==> config.mk <==
export PLATFORM = sky130hd
export DESIGN_NAME = ptr_ctrl
export DESIGN_NICKNAME = d
export VERILOG_FILES = /design/src/rtl/ptr_pkg.sv /design/src/rtl/ptr_ctrl.sv
export SDC_FILE = /design/constraint.sdc
export NUM_CORES = 1
export LEC_CHECK = 0
export BUFFER_PORTS_ARGS = -buffer_cell sky130_fd_sc_hd__buf_2
export CAP_MARGIN = 20
export CORE_AREA = 8 8 45 47
export CTS_BUF_LIST = sky130_fd_sc_hd__clkbuf_4
export DETAILED_ROUTE_END_ITERATION = 7
export DIE_AREA = 0 0 53 55
export PLACE_DENSITY = 0.3
export SLEW_MARGIN = 20
export SYNTH_ARGS = -nofsm -noshare
export SYNTH_HDL_FRONTEND = slang
export SYNTH_SLANG_ARGS = --single-unit
==> constraint.sdc <==
create_clock -name clk -period 2.7 [get_ports clk]
set_input_delay 0.135 -clock clk [delete_from_list [all_inputs] [get_ports clk]]
set_output_delay 0.135 -clock clk [all_outputs]
set_load 0.02 [all_outputs]
==> src/rtl/ptr_pkg.sv <==
// Package for the trace recorder: word types, op codes, register indexes
// and the command/status structs between controller and datapath.
// No dependencies.
package ptr_pkg;

  localparam logic [1:0] OP_RECORD = 2'd0;
  localparam logic [1:0] OP_MARK   = 2'd1;
  localparam logic [1:0] OP_CLEAR  = 2'd2;
  localparam logic [1:0] OP_READ   = 2'd3;

  localparam logic [1:0] REG_TRACE_EN = 2'd0;
  localparam logic [1:0] REG_COV_EN   = 2'd1;
  localparam logic [1:0] REG_ND_EN    = 2'd2;

  typedef struct packed {
    logic [1:0]  op;
    logic [12:0] point_id;
    logic [9:0]  read_index;
  } in_word_t;

  typedef struct packed {
    logic [12:0] read_data;
    logic [10:0] log_length;
    logic [12:0] covered_count;
    logic [12:0] nd_count;
    logic        appended;
    logic        error;
  } out_word_t;

  typedef struct packed {
    logic clear_wr;
    logic accept;
    logic commit;
  } cmd_t;

  typedef struct packed {
    logic clear_last;
  } stat_t;

endpackage

==> src/rtl/ptr_ctrl.sv <==
// Controller for the trace recorder: post-reset clearing pass, item
// sequencing and the result valid flag. Depends on ptr_pkg.
module ptr_ctrl
  import ptr_pkg::*;
(
  input  logic  clk,
  input  logic  rst,
  input  logic  item_valid,
  output logic  item_ready,
  output logic  result_valid,
  input  logic  result_ready,
  input  stat_t stat,
  output cmd_t  cmd
);

  localparam logic [1:0] ST_CLEAR = 2'd0;
  localparam logic [1:0] ST_IDLE  = 2'd1;
  localparam logic [1:0] ST_EXEC  = 2'd2;

  logic [1:0] state;
  logic [1:0] state_next;
  logic       out_free;

  assign item_ready   = (state == ST_IDLE);
  assign out_free     = !result_valid || result_ready;
  assign cmd.clear_wr = (state == ST_CLEAR);
  assign cmd.accept   = item_valid && item_ready;
  assign cmd.commit   = (state == ST_EXEC) && out_free;

  always_comb begin
    state_next = state;
    case (state)
      ST_CLEAR: begin
        if (stat.clear_last) state_next = ST_IDLE;
      end
      ST_IDLE: begin
        if (cmd.accept) state_next = ST_EXEC;
      end
      ST_EXEC: begin
        if (cmd.commit) state_next = ST_IDLE;
      end
      default: state_next = ST_CLEAR;
    endcase
  end

  always_ff @(posedge clk) begin
    if (rst) begin
      state        <= ST_CLEAR;
      result_valid <= 1'b0;
    end else begin
      state <= state_next;
      if (cmd.commit) result_valid <= 1'b1;
      else if (result_ready) result_valid <= 1'b0;
    end
  end

endmodule

## Word level (Yosys, flattened, before mapping)

Cells that the tools add are included.

| word-level totals | value |
|---|---|
| flip-flop bits (word level) | 3 |
| input bits | 5 |
| output and inout port bits | 5 |
| logic and storage cells | 20 |

| operators by class | value |
|---|---|
| equality and inequality tests | 5 |
| multiplexer cells | 6 |
| reduce and logical (&&, ||, !) cells | 7 |

Operators by type and width:

| operator | number |
|---|---|
| 2-bit two-way mux | 3 |
| 2-bit one-hot mux with 3 select lines | 1 |
| 2-bit inequality test, second input constant | 2 |
| 3-bit AND reduction | 1 |
| 2-bit by 1-bit == test with 1-bit output, second input constant | 1 |
| 2-bit == test, second input constant | 1 |
| 1-bit logical AND | 2 |
| 2-bit logical NOT | 1 |
| 1-bit two-way mux | 2 |
| 2-bit by 1-bit inequality test with 1-bit output, second input constant | 1 |
| 2-bit nonzero test | 1 |
| 1-bit logical NOT | 1 |
| 1-bit logical OR | 1 |

## Depth between registers and ports, before layout

Gate-level depths: netlist of run 1.

| logic depth | value |
|---|---|
| word-level depth | 5 |
| mapped depth | 2 |
| gate-level depth less buffers | 2 |

## Least setup slack after synthesis of run 1

No wires, ideal clock.

| timing path | value |
|---|---|
| path kind | flip-flop to output port |
| start point | register state[1] |
| end point | output port cmd[0] (netlist name) |
| arrival time | 0.935 ns |
| data required time | 2.565 ns |
| path slack | 1.630 ns |
| stages on the path, launching flop included | 3 |
| path buffers | 0 |
| cells stage by stage | dfxtp_1 -> or2b_1 -> nor2b_1 |

RTL lines:

| item | RTL line | RTL |
|---|---|---|
| start: declaration | ptr_ctrl.sv:20 | `logic [1:0] state;` |
| start signal: assignment | ptr_ctrl.sv:51 | `state <= state_next;` |
| end: declaration | ptr_ctrl.sv:13 | `output cmd_t cmd` |

==> impl_metrics.toml, run 1 <==
[outcome]
status = "completed"

[yosys]
syn-num-nets = 21
synth_cells = 16
synth-xor-area-share = 0
synth-compound-area-share = 0.1496
synth_top_cell_by_area = "dfxtp_1"
synth.area.top_cells = "dfxtp_1 (38%), and3b_2 (13%), nor4bb_1 (6.3%)"
yosysWarningCount = 0
ys_types = 12
synth_seq_cells = 3
synth_fa_ha_area_frac = 0
synth_area_sq_um = 158.9
synth_top_family_by_area = "simple AND/OR/NAND/NOR gates"
avgSynthCellArea_sq_um = 9.931
synth.mux.area_fraction = 0
synthSimpleGateAreaFrac = 0.4724
synth_top_area_frac = 0.3780
seq_area_frac_synth = 0.3780

[setup_path]
cp.required_ns = 2.57
worstSetupEndpointType = "output port"
arrival_ns = 1.17
start_kind = "register"
critPathKind = "register to output port"
cp_max_fo = 8

[global_route]
overflow = 0
grt_pass1_wl_um = 772
use_met1 = 0.03794
grt_antenna_before_repair = 0
grt_pass1_vias = 178
top_usage_layer = "met2"
grt_max_degree = 9
use_met2 = 0.05078
grt_usage = 0.03932
met3_usage = 0.03209

[die]
core_area_sq_mm = 0.001384
die_y_um = 55
fp-row-count = 14
die_w_um = 53
die_area_sq_mm = 0.002915
start_util = 0.1148
ioPinCount = 10

[sta]
timing.hold.ws_ns = 0.1063
max_freq_mhz = 768.5
setup_viol = 0
finalCritPeriodShare = 0.4820
layout_min_cycle_time_ns = 1.301
finalClockSkew_ns = 0.002584
rsz0062_at_grt = "false"
slew_violations = 0
hold_viol_final = 0
tns_ns = 0
slew_headroom = 0.8162
worstMarginPinSlew_ns = 0.2722

[cells_and_area]
drive_above_1_share = 0.5517
final_cell_mix = "buf_2 (9), clkbuf_4 (4), dfxtp_1 (3), nor2_1 (2), and3b_2 (2)"
final_nets = 35
mostFrequentLayoutCell = "buf_2"
areaGrowthSynthToFinish_pct = 59.84
antennaDiodeCount = 0

[power_and_ir_drop]
power_leakage_nw = 0.1189
combPwrFrac = 0.145
switching_share = 0.2418
netSwitchingPower_mw = 0.03931
vdd.ir_drop.worst_uv = 168.5
total_power_mw = 0.1626
power.density_mw_per_mm2 = 640.0
clkPwrFrac = 0.545
p_int_mw = 0.1233
seqPwrFrac = 0.310

[clock_network]
cts.clk_slew.worst_paths_ns = 0.04
cts_hold_buf = 0
clk_path_buf_depth = 2
cts_resized = 0
cts_buffers = 3
cts_tree = "built"
root_buffer = "clkbuf_4"
post_cts_buffers = 0
cts_htree_levels = 1
cts.sinks = 3
clk_latency_ns = 0.23

[detailed_routing]
dr.pass1.iters = 2
wl_per_cell_um = 10.02
vias_per_cell = 3.667
ant_nets = 0
drtIter0Drc = 4
vias = 165
drc = 0
routed_wl_um = 451

[job]
cap_violations = 0

[place]
io_buffer_count = 9
gp_congestion = 0.6994
dp_hpwl_um = 363

[hold_path]
min_path_type = "primary input to register"
## synth_stat cells
library cell and count:
nor4bb_1 1, or4b_1 1, nand2b_1 1, dfxtp_1 3, a21oi_1 1, nor2b_1 1, nor2_1 2, and3b_2 2
o41ai_1 1, o21ba_2 1, and2b_1 1, or2b_1 1
## registers in the layout, indices dropped and copies added, names as in the netlist
name          count
state             2
result_valid      1
## area by class of cell
| cell class | count | area [sq um] |
|---|---|---|
| Fill cell | 160 | 1130 |
| Clock buffer | 4 | 30.03 |
| Multi-Input combinational cell | 13 | 98.84 |
| Tap cell | 16 | 20.02 |
| Sequential cell | 3 | 60.06 |
| Timing Repair Buffer | 9 | 45.04 |
## cells by family (layout without fill, tap and decap cells)
group | after synthesis | count (layout)
flops | 3 | 3
buf+inv | 0 | 13
compound gates | 3 | 3
simple gates | 10 | 10
## metrics by stage
stage,setup slack (ns),std cells,area [sq um],util
after CTS,1.375,45,254.0,0.1835
after global placement,1.628,41,224.0,0.1618
after global routing,1.274,45,254.0,0.1835
after floorplan,1.630,16,158.9,-
after detailed placement,1.633,41,224.0,0.1618
final,1.399,45,254.0,0.1835
## path summary, 6_finish.rpt
path,from,cells past startpoint,slack [ns],endpoint
max,state[1],3,1.40,cmd[0]
min,rst,2,0.11,result_valid
max reg2reg,state[1],2,1.65,state[0]
min reg2reg,result_valid,2,0.52,result_valid
## per-layer routing
metal | wire length (um) | share of wire
met3 | 29 | 0.064
met2 | 221 | 0.49
met1 | 200 | 0.44
met5 | 0 | 0
met4 | 0 | 0
## critical path, stage by stage, from the launching register on
cell and delay [ns]:
dfxtp_1 0.40, or2b_1 0.26, nor2b_1 0.10, buf_2 0.17
## power by group through the flow
stage / clock (mW) / sequential, mW / combinational, mW
after CTS: 0.0942 / 0.0504 / 0.0241
after detailed placement: 0 / 0.0511 / 0.0241
after floorplan: 0 / 0.0507 / 0.0138
after global routing: 0.102 / 0.0510 / 0.0259
final: 0.0886 / 0.0505 / 0.0235
after global placement: 0 / 0.0513 / 0.0240
No activity file was read; power rests on OpenSTA's default activity.
==> run 2: changes to the inputs <==
- ABC_AREA: not set -> 1
- clock period: 2.7 -> 1.1 ns (I/O delays scaled with it)
==> run 2 against run 1 <==
- global-route usage is 0.27 points higher
- largest cell class unchanged
- wire length increased by 4.7%
- worst hold slack worse by 0.0039 ns
- critical path type unchanged
==> impl_metrics.toml, run 2 <==
[clock_network]
cts.clk_slew.worst_paths_ns = 0.04
clk_latency_ns = 0.24
post_cts_buffers = 0
root_buffer = "clkbuf_4"
clk_path_buf_depth = 2
cts_htree_levels = 1
cts.sinks = 3
cts_buffers = 3
cts_tree = "built"

[hold_path]
min_delay_path_depth = 3
min_path_type = "primary input to register"

[place]
gp_congestion = 0.7643
dp_hpwl_um = 365.3
io_buffer_count = 9
placed_cells_incl_taps = 48

[global_route]
grt_pass1_wl_um = 765
grt_antenna_before_repair = 0
grt_usage = 0.04203
overflow = 0
grt_pass1_vias = 197
grt_max_degree = 7

[job]
cap_violations = 0

[sta]
rsz0062_at_grt = "false"
worstMarginPinSlew_ns = 0.1294
finalCritPeriodShare = 0.9017
setup_viol = 0
hold_viol_final = 0
slew_violations = 0
finalClockSkew_ns = 0.003284
tns_ns = 0
slew_headroom = 0.9128
max_freq_mhz = 1008
layout_min_cycle_time_ns = 0.9918
timing.hold.ws_ns = 0.1024

[detailed_routing]
wl_per_cell_um = 8.906
vias = 179
vias_per_cell = 3.377
dr.pass1.iters = 4
drc = 0
drtIter0Drc = 4
ant_nets = 0
routed_wl_um = 472

[yosys]
synth.area.top_cells = "dfxtp_1 (37%), inv_1 (12%), nand2_1 (9.2%)"
avgSynthCellArea_sq_um = 7.072
synth_top_cell_by_area = "dfxtp_1"
synth-edff-count = 0
synth_top_area_frac = 0.3692
yosysWarningCount = 0
yosysMostFrequentCell = "inv_1"
ys_types = 13
synth_area_sq_um = 162.7
async_flop_share = 0
synth_cells = 23
seq_area_frac_synth = 0.3692
syn-num-nets = 28
netlist_top_cells_count = "inv_1 (5), nand2_1 (4), dfxtp_1 (3), nor2_2 (2)"
synthFlopType = "dfxtp_1"
synth_seq_cells = 3

[power_and_ir_drop]
vdd.ir_drop.worst_uv = 675.6
power.density_mw_per_mm2 = 1464
power_leakage_nw = 0.1483

[setup_path]
arrival_ns = 0.94
cpLargestDelayFamily = "flip-flops"
cp.required_ns = 1.04
critPathKind = "register to output port"
path_cells = "inv_2 -> nand3_2 -> inv_1 -> buf_2"
cp_max_fo = 4
crit_buf_inv = 3
worstSetupEndpointType = "output port"
cpMaxStageDelayCell = "dfxtp_2"
crit_path_max_incr_delay_ns = 0.32
start_kind = "register"
reg2regPathDepth = 5
cp_num_cells = 4

[cells_and_area]
areaGrowthSynthToFinish_pct = 73.85
antennaDiodeCount = 0
final_nets = 43
final_cell_mix = "buf_2 (8), inv_1 (5), nand2_1 (4), clkbuf_4 (4)"
fill_cells = 157
top_regs = "state: 2 flops, result_valid: 1 flops"
fin_cells = 53
largest_register = "state"
drive_above_1_share = 0.6216
largest_register_ff_count = 2
mostFrequentLayoutCell = "buf_2"

[die]
die_y_um = 55
ioPinCount = 10
die_w_um = 53
start_util = 0.1175
fp-row-count = 14
core_area_sq_mm = 0.001384
die_area_sq_mm = 0.002915

[outcome]
status = "completed"
[run 2: cell count changes after synthesis, sizes merged, moves of 2 or more]
cell   previous run  this run
inv               0         6
nor2              2         4
nand2             0         5
and3b             2         0
[run 2: where the power goes]
| part | internal (mW) | switching (mW) |
|---|---|---|
| Combinational | 0.0274 | 0.0401 |
| Clock | 0.161 | 0.0613 |
| Sequential | 0.116 | 0.00810 |
| Total | 0.305 | 0.109 |
[run 2: tightest hold or removal path, stage by stage]
cell,delay (ns)
buf_2,0.11
nand3_2,0.08
a21oi_2,0.05
[run 2: stage by stage]
stage	setup WS, ns	area, sq um	total power [mW]	util
after detailed placement	0.2536	227.7	0.1876	0.1646
after global placement	0.2724	227.7	0.1870	0.1646
final	0.1082	282.8	0.4140	0.2043
after CTS	0.04195	269.0	0.4264	0.1944
after floorplan	0.08035	162.7	0.1621	-
after global routing	0.01278	282.8	0.4458	0.2043
[run 2: area by class of cell]
class                           instances  area [sq um]  area share
Clock buffer                            4         30.03      0.1062
Multi-Input combinational cell         14         90.09      0.3186
Inverter                                6         22.52     0.07965
Tap cell                               16         20.02     0.07080
Sequential cell                         3         62.56      0.2212
Timing Repair Buffer                   10         57.56      0.2035
[run 2: kinds of logic (layout without fill, tap and decap cells)]
group           Yosys count  after routing  synth area share
simple gates             11             11            0.3614
compound gates            3              3            0.1308
buf+inv                   6             20            0.1385
flops                     3              3            0.3692
[run 2: final timing paths]
kind / startpoint / endpoint / slack (ns)
worst max-delay path: state[1] / cmd[1] / 0.11
worst min-delay path: item_valid / state[1] / 0.10
worst max register to register: state[1] / state[0] / 0.31
worst min register to register: state[0] / state[1] / 0.53
[run 2: metal layers]
layer	routed length [um]	part of all wire	global-route usage	vias up
met5	0	0	0	-
met4	0	0	0.03879	0
met3	77	0.16	0.05882	0
met2	184	0.39	0.04297	9
met1	210	0.44	0.03636	74
li1	-	-	-	96
[run 2: repair_timing]
action,CTS,global route
resized for setup,1,4
pin swaps,0,0
endpoints found under the hold margin,1,0
setup endpoints to repair,1,2
hold buffers,1,0
